[src/rtl/stp_pkg.sv]
// Package for the stepper trapezoid profiler: widths, action codes and shared types.
// No dependencies.
package stp_pkg;
  localparam int unsigned PosW      = 32;
  localparam int unsigned FracW     = 8;
  localparam int unsigned IvlW      = 32;
  localparam int unsigned WholeW    = 24;
  localparam int unsigned AccW      = 20;
  localparam int unsigned SpeedW    = 34;
  localparam int unsigned CfgIdxW   = 2;
  localparam int unsigned CfgDataW  = 32;

  typedef enum logic [1:0] {
    ACT_TICK   = 2'd0,
    ACT_MOVE   = 2'd1,
    ACT_PRESET = 2'd2
  } action_e;

  localparam logic [CfgIdxW-1:0] REG_MIN_IVL   = 2'd0;
  localparam logic [CfgIdxW-1:0] REG_FIRST_IVL = 2'd1;
  localparam logic [CfgIdxW-1:0] REG_ACCEL     = 2'd2;

  localparam logic [IvlW-1:0] MIN_IVL_RST   = 32'd256000000;
  localparam logic [IvlW-1:0] FIRST_IVL_RST = 32'd244738048;
  localparam logic [AccW-1:0] ACCEL_RST     = 20'd1;

  // 1e6 * 2^(12+FracW), the dividend of the speed computation.
  localparam logic [63:0] SPEED_NUM = 64'd1000000 << (12 + FracW);
  localparam logic [63:0] SPEED_MAX = (64'd1 << 33) - 64'd1;
  localparam logic [63:0] COUNT_MAX = 64'h7FFF_FFFF;

  typedef struct packed {
    logic [1:0]      action;
    logic [PosW-1:0] value;
  } in_beat_t;

  typedef struct packed {
    logic              step_pulse;
    logic              direction;
    logic [PosW-1:0]   current_position;
    logic [WholeW-1:0] step_interval_us;
    logic              running;
  } out_beat_t;

  typedef struct packed {
    logic        start;
    logic [63:0] dividend;
    logic [63:0] divisor;
  } div_req_t;
endpackage

[src/rtl/stp_stream_if.sv]
// Valid/ready stream interface carrying one payload beat.
// No dependencies; the payload type T is a parameter.
interface stp_stream_if #(parameter type T = logic);
  logic valid;
  logic ready;
  T     data;
  modport source (output valid, output data, input ready);
  modport sink (input valid, input data, output ready);
endinterface

[src/rtl/stepper_trapezoid_profile.sv]
// Stepper trapezoid profiler top level: sequencer, profile state and output register.
// Depends on stp_pkg, stp_stream_if and stp_divider.
//
// Usage: items arrive on in_if (action and value); every item yields
// exactly one result beat on out_if, in order. A tick without a step, a move to
// the current goal, a preset or an unknown action passes from S_IDLE through S_OUT
// into the output register, and the sequencer then returns to idle for the next beat.
// A step or a new goal recomputes the profile on the shared divider: stop distance,
// interval update and speed in sequence, one quotient at a time, before S_OUT.
// When the ramp restarts from standstill the interval division is skipped, and when
// the axis comes to rest at the goal only the stop distance is needed.
// One item is processed at a time; in_if.ready is high only while the sequencer idles.
// Configuration writes (cfg_we_i, cfg_idx_i, cfg_data_i) take effect at once and
// must be made while the block is idle; the block itself does not enforce this.
// Reset (rst_ni, asynchronous) clears position, goal, ramp counter, interval,
// speed, direction and elapsed time and loads the register defaults.
// If the receiver stalls, the result is held in the output register; the next item
// can still be taken and worked on, but its result waits until the register frees.
module stepper_trapezoid_profile (
  input  logic                          clk_i,
  input  logic                          rst_ni,
  stp_stream_if.sink                    in_if,
  stp_stream_if.source                  out_if,
  input  logic                          cfg_we_i,
  input  logic [stp_pkg::CfgIdxW-1:0]   cfg_idx_i,
  input  logic [stp_pkg::CfgDataW-1:0]  cfg_data_i
);
  import stp_pkg::*;

  typedef enum logic [2:0] {
    S_IDLE, S_STOP, S_DECIDE, S_IVL, S_SPEED, S_OUT
  } state_e;

  state_e state_q;
  logic [IvlW-1:0]   min_ivl_q, first_ivl_q;
  logic [AccW-1:0]   accel_q;
  logic [PosW-1:0]   pos_q, goal_q;
  logic signed [31:0] ramp_q;
  logic [IvlW-1:0]   ivl_q;
  logic [WholeW-1:0] whole_q;
  logic signed [SpeedW-1:0] speed_q;
  logic              cw_q;
  logic [31:0]       elapsed_q;
  logic              pulse_q;
  logic              out_valid_q;
  out_beat_t         out_q;
  logic [63:0]       sts_q;  // stop distance, saturated
  logic              start_div_q, start_div_d;

  div_req_t    dreq;
  logic        dbusy, dbusy_q;
  logic [63:0] dquot;

  in_beat_t ib;
  logic     acc, div_done, out_free, stop_now;
  logic     start_recalc, step_now;

  // Helpers for the recomputation.
  logic [SpeedW-2:0] spd_mag;
  logic [65:0]       sq;
  logic signed [PosW-1:0] gap;
  logic signed [63:0] gap_w, nd, sts_s;
  logic signed [31:0] ramp_new;
  logic signed [34:0] dd;
  logic [34:0]       ad;
  logic [31:0]       elapsed_inc;
  logic [63:0]       cn_new, ivl_clamped;
  logic [63:0]       spd_sat;

  stp_divider u_div (.clk_i(clk_i), .rst_ni(rst_ni), .req_i(dreq), .busy_o(dbusy),
    .quot_o(dquot));

  assign ib = in_if.data;
  assign in_if.ready = (state_q == S_IDLE);
  assign acc = in_if.valid && in_if.ready;
  assign div_done = dbusy_q && !dbusy;
  assign out_free = !out_valid_q || out_if.ready;

  assign spd_mag = speed_q[SpeedW-1] ? (SpeedW-1)'(-speed_q) : (SpeedW-1)'(speed_q);
  assign sq      = {33'd0, spd_mag} * {33'd0, spd_mag};
  assign gap     = goal_q - pos_q;
  assign gap_w   = 64'(gap);
  assign nd      = -gap_w;
  assign sts_s   = $signed(sts_q);
  assign stop_now = (gap == '0) && (sts_s <= 64'sd1);
  assign dd      = 35'(ramp_q) * 35'sd4 + 35'sd1;
  assign ad      = dd[34] ? 35'(-dd) : 35'(dd);
  assign elapsed_inc = (elapsed_q == 32'hFFFF_FFFF) ? elapsed_q : elapsed_q + 32'd1;

  always_comb begin
    ramp_new = ramp_q;
    if (gap_w > 0) begin
      if (ramp_q > 0) begin
        if (sts_s >= gap_w || !cw_q) ramp_new = 32'(-sts_s);
      end else if (ramp_q < 0) begin
        if (sts_s < gap_w && cw_q) ramp_new = -ramp_q;
      end
    end else if (gap_w < 0) begin
      if (ramp_q > 0) begin
        if (sts_s >= nd || cw_q) ramp_new = 32'(-sts_s);
      end else if (ramp_q < 0) begin
        if (sts_s < nd && !cw_q) ramp_new = -ramp_q;
      end
    end
  end

  // Interval after the ramp update; dquot holds 2cn/|4n+1| here.
  always_comb begin
    if (dd[34]) begin
      cn_new = {32'd0, ivl_q} + dquot;
      if (cn_new > 64'hFFFF_FFFF) cn_new = 64'hFFFF_FFFF;
    end else begin
      cn_new = {32'd0, ivl_q} - dquot;
    end
    if (cn_new < {32'd0, min_ivl_q}) cn_new = {32'd0, min_ivl_q};
    ivl_clamped = (cn_new == 64'd0) ? 64'd1 : cn_new;
  end

  assign spd_sat = (dquot > SPEED_MAX) ? SPEED_MAX : dquot;

  // The divider latches its operands on the start pulse, so they only need to be
  // right in the first cycle of each waiting state.
  always_comb begin
    dreq = '0;
    dreq.start = start_div_q;
    case (state_q)
      S_STOP: begin
        // Stop distance: floor(m^2 / 2^25) / accel.
        dreq.dividend = {23'd0, sq[65:25]};
        dreq.divisor  = {44'd0, (accel_q == '0) ? 20'd1 : accel_q};
      end
      S_IVL: begin
        dreq.dividend = {31'd0, ivl_q, 1'b0};
        dreq.divisor  = {29'd0, ad};
      end
      S_SPEED: begin
        dreq.dividend = SPEED_NUM;
        dreq.divisor  = {32'd0, ivl_q};
      end
      default: ;
    endcase
  end

  always_comb begin
    start_recalc = 1'b0;
    step_now     = 1'b0;
    if (acc) begin
      case (action_e'(ib.action))
        ACT_TICK: begin
          step_now = (whole_q != '0) && (elapsed_inc >= {8'd0, whole_q});
          start_recalc = step_now;
        end
        ACT_MOVE: start_recalc = (goal_q != ib.value);
        default: ;
      endcase
    end
  end

  always_comb begin
    start_div_d = 1'b0;
    case (state_q)
      S_IDLE:   start_div_d = start_recalc;
      S_DECIDE: start_div_d = !stop_now;
      S_IVL:    start_div_d = div_done;
      default: ;
    endcase
  end

  always_ff @(posedge clk_i or negedge rst_ni) begin
    if (!rst_ni) begin
      state_q     <= S_IDLE;
      min_ivl_q   <= MIN_IVL_RST;
      first_ivl_q <= FIRST_IVL_RST;
      accel_q     <= ACCEL_RST;
      pos_q       <= '0;
      goal_q      <= '0;
      ramp_q      <= '0;
      ivl_q       <= '0;
      whole_q     <= '0;
      speed_q     <= '0;
      cw_q        <= 1'b0;
      elapsed_q   <= '0;
      pulse_q     <= 1'b0;
      out_valid_q <= 1'b0;
      out_q       <= '0;
      sts_q       <= '0;
      dbusy_q     <= 1'b0;
      start_div_q <= 1'b0;
    end else begin
      dbusy_q     <= dbusy;
      start_div_q <= start_div_d;
      if (cfg_we_i) begin
        case (cfg_idx_i)
          REG_MIN_IVL:   min_ivl_q   <= cfg_data_i;
          REG_FIRST_IVL: first_ivl_q <= cfg_data_i;
          REG_ACCEL:     accel_q     <= cfg_data_i[AccW-1:0];
          default: ;
        endcase
      end
      if (state_q == S_OUT && out_free) out_valid_q <= 1'b1;
      else if (out_if.ready) out_valid_q <= 1'b0;
      case (state_q)
        S_IDLE: begin
          if (acc) begin
            pulse_q <= step_now;
            case (action_e'(ib.action))
              ACT_TICK: begin
                if (step_now) begin
                  pos_q     <= cw_q ? pos_q + 1'b1 : pos_q - 1'b1;
                  elapsed_q <= '0;
                end else begin
                  elapsed_q <= elapsed_inc;
                end
              end
              ACT_MOVE: if (start_recalc) goal_q <= ib.value;
              ACT_PRESET: begin
                pos_q   <= ib.value;
                goal_q  <= ib.value;
                ramp_q  <= '0;
                whole_q <= '0;
                speed_q <= '0;
              end
              default: ;
            endcase
            if (start_recalc) begin
              state_q <= S_STOP;
            end else begin
              state_q <= S_OUT;
            end
          end
        end
        S_STOP: begin
          if (div_done) begin
            sts_q   <= (dquot > COUNT_MAX) ? COUNT_MAX : dquot;
            state_q <= S_DECIDE;
          end
        end
        S_DECIDE: begin
          if (stop_now) begin
            whole_q <= '0;
            speed_q <= '0;
            ramp_q  <= '0;
            state_q <= S_OUT;
          end else if (ramp_new == 0) begin
            ramp_q  <= ramp_new;
            ivl_q   <= (first_ivl_q == '0) ? 32'd1 : first_ivl_q;
            cw_q    <= gap_w > 0;
            state_q <= S_SPEED;
          end else begin
            ramp_q  <= ramp_new;
            state_q <= S_IVL;
          end
        end
        S_IVL: begin
          if (div_done) begin
            ivl_q   <= ivl_clamped[31:0];
            state_q <= S_SPEED;
          end
        end
        S_SPEED: begin
          if (div_done) begin
            if (ramp_q != 32'sh7FFF_FFFF) ramp_q <= ramp_q + 32'sd1;
            whole_q <= ivl_q[IvlW-1:FracW];
            speed_q <= cw_q ? SpeedW'(spd_sat) : -SpeedW'(spd_sat);
            state_q <= S_OUT;
          end
        end
        S_OUT: begin
          if (out_free) begin
            out_q.step_pulse       <= pulse_q;
            out_q.direction        <= cw_q;
            out_q.current_position <= pos_q;
            out_q.step_interval_us <= whole_q;
            out_q.running          <= (speed_q != '0) || (goal_q != pos_q);
            state_q                <= S_IDLE;
          end
        end
        default: state_q <= S_IDLE;
      endcase
    end
  end

  assign out_if.valid = out_valid_q;
  assign out_if.data  = out_q;

  no_accept_busy: assert property (@(posedge clk_i) disable iff (!rst_ni)
    (state_q != S_IDLE) |-> !in_if.ready) else $error("ready while busy");
  out_held: assert property (@(posedge clk_i) disable iff (!rst_ni)
    (out_valid_q && !out_if.ready) |=> out_valid_q) else $error("result dropped");
  ramp_sat: assert property (@(posedge clk_i) disable iff (!rst_ni)
    (state_q == S_IDLE) |-> ramp_q != 32'sh8000_0000) else $error("ramp overflow");
endmodule

[src/rtl/stp_divider.sv]
// Shared 64-bit restoring divider, one quotient bit per cycle.
// Depends on stp_pkg.
module stp_divider (
  input  logic             clk_i,
  input  logic             rst_ni,
  input  stp_pkg::div_req_t req_i,
  output logic             busy_o,
  output logic [63:0]      quot_o
);
  import stp_pkg::*;

  logic [63:0]  rem_q, rem_d, quo_q, quo_d, dvs_q, dvs_d;
  logic [6:0]   cnt_q, cnt_d;
  logic         busy_q, busy_d;
  logic [64:0]  trial;
  logic [64:0]  shifted;

  always_comb begin
    rem_d   = rem_q;
    quo_d   = quo_q;
    dvs_d   = dvs_q;
    cnt_d   = cnt_q;
    busy_d  = busy_q;
    shifted = {rem_q, quo_q[63]};
    trial   = shifted - {1'b0, dvs_q};
    if (req_i.start) begin
      rem_d  = '0;
      quo_d  = req_i.dividend;
      dvs_d  = req_i.divisor;
      cnt_d  = 7'd64;
      busy_d = 1'b1;
    end else if (busy_q) begin
      if (!trial[64]) begin
        rem_d = trial[63:0];
        quo_d = {quo_q[62:0], 1'b1};
      end else begin
        rem_d = shifted[63:0];
        quo_d = {quo_q[62:0], 1'b0};
      end
      cnt_d = cnt_q - 7'd1;
      if (cnt_q == 7'd1) busy_d = 1'b0;
    end
  end

  always_ff @(posedge clk_i or negedge rst_ni) begin
    if (!rst_ni) begin
      busy_q <= 1'b0;
      cnt_q  <= '0;
    end else begin
      busy_q <= busy_d;
      cnt_q  <= cnt_d;
    end
  end

  always_ff @(posedge clk_i) begin
    rem_q <= rem_d;
    quo_q <= quo_d;
    dvs_q <= dvs_d;
  end

  assign busy_o = busy_q;
  assign quot_o = quo_q;

  busy_after_start: assert property (@(posedge clk_i) disable iff (!rst_ni)
    req_i.start |=> busy_q) else $error("divider not busy after start");
  count_consistent: assert property (@(posedge clk_i) disable iff (!rst_ni)
    busy_q |-> cnt_q != 7'd0) else $error("divider busy with zero count");
  finishes: assert property (@(posedge clk_i) disable iff (!rst_ni)
    (busy_q && cnt_q == 7'd1 && !req_i.start) |=> !busy_q)
    else $error("divider did not finish");
endmodule
[src/flat_wrapper.sv]
// flat-port wrapper written by rule: the top's interface ports become plain ports
module stepper_trapezoid_profile_flat import stp_pkg::*;
  (clk_i, rst_ni, cfg_we_i, cfg_idx_i, cfg_data_i, in_if_valid, in_if_data, in_if_ready, out_if_valid, out_if_data, out_if_ready);
  stp_stream_if in_if_i ();
  stp_stream_if out_if_i ();
  input  logic clk_i;
  input  logic rst_ni;
  input  logic cfg_we_i;
  input  logic [stp_pkg::CfgIdxW-1:0] cfg_idx_i;
  input  logic [stp_pkg::CfgDataW-1:0] cfg_data_i;
  input wire logic [$bits(in_if_i.valid)-1:0] in_if_valid;
  input wire logic [$bits(in_if_i.data)-1:0] in_if_data;
  output wire logic [$bits(in_if_i.ready)-1:0] in_if_ready;
  output wire logic [$bits(out_if_i.valid)-1:0] out_if_valid;
  output wire logic [$bits(out_if_i.data)-1:0] out_if_data;
  input wire logic [$bits(out_if_i.ready)-1:0] out_if_ready;
  assign in_if_i.valid = in_if_valid;
  assign in_if_i.data = in_if_data;
  assign in_if_ready = in_if_i.ready;
  assign out_if_valid = out_if_i.valid;
  assign out_if_data = out_if_i.data;
  assign out_if_i.ready = out_if_ready;
  stepper_trapezoid_profile u_core (.clk_i(clk_i), .rst_ni(rst_ni), .in_if(in_if_i), .out_if(out_if_i), .cfg_we_i(cfg_we_i), .cfg_idx_i(cfg_idx_i), .cfg_data_i(cfg_data_i));
endmodule
[config.mk]
export PLATFORM = sky130hd
export DESIGN_NAME = stepper_trapezoid_profile_flat
export DESIGN_NICKNAME = d
export VERILOG_FILES = /design/src/rtl/stp_pkg.sv /design/src/rtl/stp_stream_if.sv /design/src/rtl/stepper_trapezoid_profile.sv /design/src/rtl/stp_divider.sv /design/src/flat_wrapper.sv
export SDC_FILE = /design/constraint.sdc
export NUM_CORES = 2
export LEC_CHECK = 0
export BUFFER_PORTS_ARGS = -buffer_cell sky130_fd_sc_hd__buf_2
export CORE_MARGIN = 4
export CORE_UTILIZATION = 67
export CTS_BUF_LIST = sky130_fd_sc_hd__clkbuf_8 sky130_fd_sc_hd__clkbuf_16
export CTS_CLUSTER_SIZE = 28
export DETAILED_ROUTE_END_ITERATION = 6
export PLACE_DENSITY = 0.92
export SYNTH_ARGS = -nofsm -noshare
export SYNTH_HDL_FRONTEND = slang
export SYNTH_SLANG_ARGS = --single-unit
[constraint.sdc]
create_clock -name clk_i -period 15.4 [get_ports clk_i]
set_input_delay 0.77 -clock clk_i [delete_from_list [all_inputs] [get_ports clk_i]]
set_output_delay 0.77 -clock clk_i [all_outputs]
set_load 0.005 [all_outputs]
After elaboration in Yosys (flattened, before gate mapping)
Cells that the tools add are included.
Widths: inputs -> output; s select.
Word-level totals
  bits in latches: 0
  flip-flop bits (word level): 542
  memory bits (read-only): 0
  input port bits: 40
  memories kept: 0
  RAM bits: 0
  output and inout port bits: 3
  word-level logic and storage cells: 174
Operators by class
  $mul: 1
  multiplexer cells: 61
  $lt $le $gt $ge: 14
  divide/modulo/power cells: 0
  reductions and logical operators: 41
  eq/ne operators: 19
  $add $sub $neg: 16
  shifts and indexed selects: 0
  bitwise operators: 1
Operators with widths (count)
  $mux 32: 21
  $mux 64: 7
  $pmux 105 s3: 1
  $mux 34: 4
  $lt 64x32->1: 2
  $pmux 32 s2: 2
  $logic_not 32->1: 3
  $pmux 34 s2: 1
  $mul 33x33->66: 1
  $sub 65x64->65: 1
  $add 32x1->32 const B: 2
  $add 32x64->64: 1
  $ge 64x32->1: 1
  $ge 64x64->1: 1
  $gt 32x1->1 const B: 2
  $gt 64x31->1 const B: 1
  $gt 64x32->1 const B: 1
  $gt 64x33->1 const B: 1
  $le 64x2->1 const B: 1
  $logic_not 64->1: 1
  $lt 32x1->1 const B: 2
  $lt 64x64->1: 1
  $neg 32->32: 2
  $neg 32->64: 1
  other kinds (45): 92

Logic depth before layout (Yosys ltp)
  depth after elaboration: 13
  depth in mapped cells: 46
  mapped depth without buffers: 43

Hierarchy
From an unflattened synthesis, not the netlist that was laid out.
Second synthesis, totals
  cell total of the unflattened synthesis: 8722
  area, all modules: 74856.8 sq um
Modules (own cells, without submodules)
  stepper_trapezoid_profile: area an instance 62915.3 sq um, times used 1, cells an instance 7488, sequential area each 8580.7 sq um
  stp_divider: area an instance 11941.5 sq um, times used 1, cells an instance 1234, sequential area each 5325.1 sq um

Worst setup path before layout
No wires, ideal clock.
  kind: reg-to-reg
  start point: reg u_core.speed_q[2]
  end point: reg u_core.u_div.quo_q[40], in the netlist u_core.u_div.quot_o[40] (data pin)
  period minus slack after synthesis: 10.625 ns
  cell stages (with the launch flop): 45
  buffers on the path: 2
  library setup time: 0.267 ns
  slack: 4.775 ns
  arrival: 10.358 ns
  data required time: 15.133 ns
  path through: dfrtp_1 -> clkbuf_1 -> nor3_1 -> nand3_1 -> or4_1 -> nand2b_1 -> or2_2 -> o41ai_1 -> nand2_1 -> xnor2_1 -> clkbuf_1 -> nor2_1 -> fa_1 -> inv_1 -> fa_1 -> inv_1 -> fa_1 -> inv_1 -> [... 9 more ...] -> nor2_1 -> nor2_1 -> o21a_1 -> o21a_1 -> o22a_1 -> o211a_1 -> nor3_1 -> a211o_1 -> a21oi_1 -> o21bai_1 -> a21o_1 -> o211ai_1 -> a311o_1 -> nand4_1 -> nand4b_1 -> a21oi_1 -> xnor2_1 -> o22ai_1
Between the ends
  word-level cells in the longest chain between the ends: 5
Ends and longest elaborated chain
  start: declaration: line stepper_trapezoid_profile.sv:41  | logic signed [SpeedW-1:0] speed_q;
  start signal: assignment: line stepper_trapezoid_profile.sv:264  | speed_q <= cw_q ? SpeedW'(spd_sat) : -SpeedW'(spd_sat);
  $neg 33->33: line stepper_trapezoid_profile.sv:79  | assign spd_mag = speed_q[SpeedW-1] ? (SpeedW-1)'(-speed_q) : (SpeedW-1)'(speed_q);
  $mux 33 (*): line stepper_trapezoid_profile.sv:79
  $mul 33x33->66 (*): line stepper_trapezoid_profile.sv:80  | assign sq = {33'd0, spd_mag} * {33'd0, spd_mag};
  $pmux 105 s3 (*): line stepper_trapezoid_profile.sv:126  | case (state_q)
  $mux 64 (*): line stp_divider.sv:26  | if (req_i.start) begin
  net u_core.u_div.quo_d[40]: line stp_divider.sv:12  | logic [63:0] rem_q, rem_d, quo_q, quo_d, dvs_q, dvs_d;
  end signal: assignment: line stp_divider.sv:57  | quo_q <= quo_d;
  end: declaration: line stp_divider.sv:12
Mark *: on every way through the listed nets, which the timed path passes. The rest lies on a longest branch.
A chain may end at the register's enable or synchronous reset.

Worst setup path in the final report
  start point: reg u_core.speed_q[0]
  end point: reg u_core.u_div.quo_q[40], in the netlist u_core.u_div.quot_o[40] (data pin)
The elaborated chain is that of the path after synthesis.

==> run summary <==
For the global-route wire length before repair, the log shows 353,000 µm. Of the available clock period, the critical path in the final layout requires 84.6%. The max-slew violation count was 0. Setup slack on the critical path of the routed design comes to 2370 ps. When the netlist entered floorplanning its net count stood at 9,824.

For this run, asynchronously set or reset flops after synthesis account for 68.5%. The final-report hold violation count was 0. For the via count of the first global-routing pass, the log shows 64,400. The area of the core region came out at 105,000 µm².

The logs give 9,465 for the cell count after placement and 511 for the number of sinks handled by clock tree synthesis. The most critical setup path has its startpoint at u_core.speed_q[0]$_DFFE_PN0P_. The fraction of final layout cells sized beyond drive strength 1 was 5.09%; the logic gate share of total power was 12.4%. For the number of core rows, the log shows 119. Footprint of the flip-flops and latches: 13,000 µm².

At the worst endpoint, the arrival time is 13,400 ps. For this design the static power due to leakage is 37.8 nW. Across the run, the number of max-cap violations was 0. In the layout the commonest cells are sky130_fd_sc_hd__inv_1 (1,397), sky130_fd_sc_hd__fa_1 (886), sky130_fd_sc_hd__nor2_1 (778). The netlist uses 95 different library cells. Initial antenna violation count: 6. The most numerous cell on the critical path is sky130_fd_sc_hd__fa_1. Once detail routing completed, the nets flagged for antenna violations numbered 0. In this run the mean area of a mapped cell was 8.56 µm². For this run, the number of Yosys warnings is 0. The endpoint of the worst setup timing path was u_core.u_div.quot_o[40]$_DFFE_PP_. The iteration-0 DRC count of the detailed router is 8,372, and the area added between synthesis and finish is 4.56%. The setup fix buffers added after clock tree synthesis came out at 0. The number of synthesized register bits was 511. For the worst setup path, the data required time is 15,770 ps.

In the global route stage, overall resource usage came out at 40.1%. The commonest register cell after synthesis is sky130_fd_sc_hd__dfrtp_1. The detailed-route via count is 62,700, and the post-synth design cell area is 71,200 µm². The tools report the depth of the CTS H-tree as 2. In this run the clock root is driven by a sky130_fd_sc_hd__clkbuf_16. The tools report the nature of the critical path startpoint as a flip-flop. The count of flip-flops with a built-in enable after synthesis was 97; the average vias per placed instance was 6.56. The final reports fail on design-rule violations. Global routing used 11.7% of the available met3 tracks. The analysis attributes to net switching a power of 0.931 mW. The power density of the placed cells was 43.8 nW/µm²; the largest net degree at the start of global routing was 162. Sequential cells account for 45.8% of the total power. In this run the tool buffered the top-level ports with 41 buffer cells. The path category of the worst min-delay check was in -> async.

Number of cells in the finished layout apart from fillers: 9,565. The number of buffers inserted for hold repair after clock tree synthesis came out at 0. The number of buffers created by CTS is 53.

The endpoint identified for the worst register-to-register timing path is u_core.u_div.quot_o[40]$_DFFE_PP_. TritonCTS built the clock tree. The largest fanout on the critical path is 19, and the cell count after synthesis is 8,316.

In this run the cell area measured after placement is 72,600 µm². In the global route stage, met2 resource usage came out at 61.5%. In this run switching power makes up 28.6% of total power. The internal portion of the total power is 2.33 mW. The completed layout was analyzed and its total power is 3.26 mW.

The logs give 9,637 for the final net count and 7,597 for the fill cell instance count of the final layout. Global-route layer with the greatest usage: met2. Die height: 334 µm. Hold is met by 73.6 ps. Measured on the finished design, the core utilization comes to 70.6%.

The worst-case setup slack after placement was 2710 ps; the timing-limited maximum frequency was 76.8 MHz. The wire-length estimate of the detail-placed layout is 171,000 µm. Clock skew on the completed layout was measured at 32.9 ps. Global routing consumed, on the met1 layer, 50.4% of the routing resources. The tools report the worst flop-to-flop path startpoint as u_core.speed_q[0]$_DFFE_PN0P_. Once the floorplan was initialized, standard cells occupied 67.5% of the core. The logs give 0.112 mV for the largest vdd supply drop and 18.2% for the sequential cell area fraction in the yosys report.

The routed design has 224,000 µm of wire. The clock transition at the registers of the reported paths came out at 70 ps. Setup total negative slack on the finished layout was measured at 0 ps. Setup repair after global routing left no endpoint under its margin. Number of buffers on the longest clock path: 3. The global placer's final weighted congestion is 1.06, and the wire length per cell is 23.4 µm.

The peak per-stage delay on the critical path is 950 ps, and the multi-input combinational cell area is 51,600 µm². The critical path is of the reg -> reg type. During I/O placement, the number of pins put on the boundary was 43. The run finished, with violations left.

In this run the register-to-register setup slack is 2370 ps. Endpoint class of the critical path: a flip-flop. After clock tree synthesis, the repair step resized 0 gates. The run gives 8.39% as the headroom to the max-slew limit.

The sum of overflow across all layers after global routing was 0; the transition time of the tightest slew-check pin was 1360 ps. The total DRC errors in the routed layout was 1; the clock share of power was 41.7%. From left edge to right edge, the die measures 334 µm.

Leaving out fill and tap cells, the most frequent cell in the layout is sky130_fd_sc_hd__inv_1. The finished cells cover 74,400 µm². For the worst-skew pair, the clock arrives at the later sink with an insertion delay of 660 ps.

The master of the slowest instance on the critical path was sky130_fd_sc_hd__clkinv_1. The die footprint is 112,000 µm², and the number of detailed-route iterations in the first pass is 7. Setup violations remaining at the end of the flow were counted as 0. The minimum period implied by the final worst setup slack was 13,030 ps.

Depth of the worst register-to-register path: 45.
-- power by group through the flow --
stage                     registers [mW]  clock network [mW]  logic, mW
final                               1.49                1.36      0.405
after global routing                1.50                1.41      0.438
after CTS                           1.49                1.37      0.393
after detailed placement            1.52                   0      0.384
after global placement              1.51                   0      0.372
after floorplan                     1.49                   0      0.261
-- worst min path at each step --
| stage | slack [ps] | from | depth (start not counted) | end |
|---|---|---|---|---|
| 3_5_place_dp | 480 | u_core.u_div.rem_q[13]$_SDFFE_PP0P_ | 2 | u_core.u_div.rem_q[13]$_SDFFE_PP0P_ |
| 3_3_place_gp | 470 | u_core.u_div.rem_q[34]$_SDFFE_PP0P_ | 2 | u_core.u_div.rem_q[34]$_SDFFE_PP0P_ |
| 5_1_grt | 130 | rst_ni | 1 | u_core.pos_q[12]$_DFFE_PN0P_ |
| 4_1_cts | 100 | rst_ni | 1 | u_core.pos_q[12]$_DFFE_PN0P_ |
| 2_1_floorplan | 380 | u_core.u_div.busy_o$_DFF_PN0_ | 0 | u_core.dbusy_q$_DFF_PN0_ |
| 6_report | 70 | rst_ni | 1 | u_core.pos_q[12]$_DFFE_PN0P_ |
-- final cells by class --
type                            instances  area share, %
Tap cell                             1391           2.34
Clock buffer                           63           2.00
Antenna cell                            1        0.00336
Multi-Input combinational cell       6018           69.4
Inverter                             1400           7.06
Clock inverter                         36          0.432
Timing Repair Buffer                  145           1.35
Sequential cell                       511           17.4
-- layer usage --
metal	wire length [µm]	vias to the layer above
met5	50	-
met4	17600	8
met3	29900	1175
met2	97700	4368
met1	78600	30100
li1	-	27100
-- critical path, delay by kind of cell (launching register included) --
kind | cells | cell delay [ps]
buffers and inverters | 12 | 2520
AOI/OAI and AO/OA | 13 | 2770
xor gates and xnor gates | 2 | 320
adders and majority gates | 10 | 4340
and+or+nand+nor | 8 | 2420
DFF | 1 | 360
-- synth_stat cells, types with 35 or more instances --
master / instances / area share (%)
sky130_fd_sc_hd__a211oi_1: 66 / 0.70
sky130_fd_sc_hd__a21o_1: 115 / 1.2
sky130_fd_sc_hd__a21oi_1: 339 / 2.4
sky130_fd_sc_hd__a31oi_1: 71 / 0.62
sky130_fd_sc_hd__and3_1: 48 / 0.42
sky130_fd_sc_hd__clkbuf_1: 341 / 1.8
sky130_fd_sc_hd__dfrtp_1: 332 / 12
sky130_fd_sc_hd__dfxtp_1: 64 / 1.8
sky130_fd_sc_hd__edfxtp_1: 97 / 4.1
sky130_fd_sc_hd__fa_1: 886 / 25
sky130_fd_sc_hd__ha_1: 582 / 10
sky130_fd_sc_hd__inv_1: 1385 / 7.3
sky130_fd_sc_hd__mux2_2: 87 / 1.4
sky130_fd_sc_hd__mux2i_1: 62 / 0.87
sky130_fd_sc_hd__nand2_1: 777 / 4.1
sky130_fd_sc_hd__nand2b_1: 53 / 0.47
sky130_fd_sc_hd__nand3_1: 117 / 0.82
sky130_fd_sc_hd__nand4_1: 100 / 0.88
sky130_fd_sc_hd__nor2_1: 779 / 4.1
sky130_fd_sc_hd__nor2b_1: 88 / 0.77
sky130_fd_sc_hd__nor3_1: 161 / 1.1
sky130_fd_sc_hd__nor4_1: 107 / 0.94
sky130_fd_sc_hd__o211ai_1: 35 / 0.37
sky130_fd_sc_hd__o21a_1: 37 / 0.39
sky130_fd_sc_hd__o21ai_0: 418 / 2.9
sky130_fd_sc_hd__o21bai_1: 46 / 0.49
sky130_fd_sc_hd__o22ai_1: 59 / 0.52
sky130_fd_sc_hd__o31ai_1: 51 / 0.54
sky130_fd_sc_hd__or3_1: 75 / 0.66
sky130_fd_sc_hd__xnor2_1: 270 / 3.3
sky130_fd_sc_hd__xor2_1: 126 / 1.5
-- kinds of logic (layout without fill, tap and decap cells) --
| family | Yosys count | count (layout) | synth area share (%) |
|---|---|---|---|
| other cells | 0 | 1 | 0 |
| flops | 511 | 511 | 18.2 |
| xor+xnor | 396 | 396 | 4.87 |
| simple gates | 2450 | 2450 | 15.8 |
| fa+ha+maj | 1468 | 1468 | 35.1 |
| mux | 173 | 173 | 2.63 |
| compound gates | 1531 | 1531 | 13.8 |
| buf+inv | 1787 | 1644 | 9.51 |
-- registers in the layout, summed over array words and instances, names as in the netlist, 20 cells and up --
signal,cells
u_core.elapsed_q,32
u_core.u_div.quot_o,64
u_core.u_div.dvs_q,33
u_core.first_ivl_q,32
u_core.ramp_q,32
u_core.whole_q,24
u_core.accel_q,20
u_core.ivl_q,32
u_core.u_div.rem_q,64
u_core.sts_q,64
u_core.min_ivl_q,32
u_core.pos_q,32
u_core.speed_q,34
Note: power is estimated with default switching activity, not from simulation.
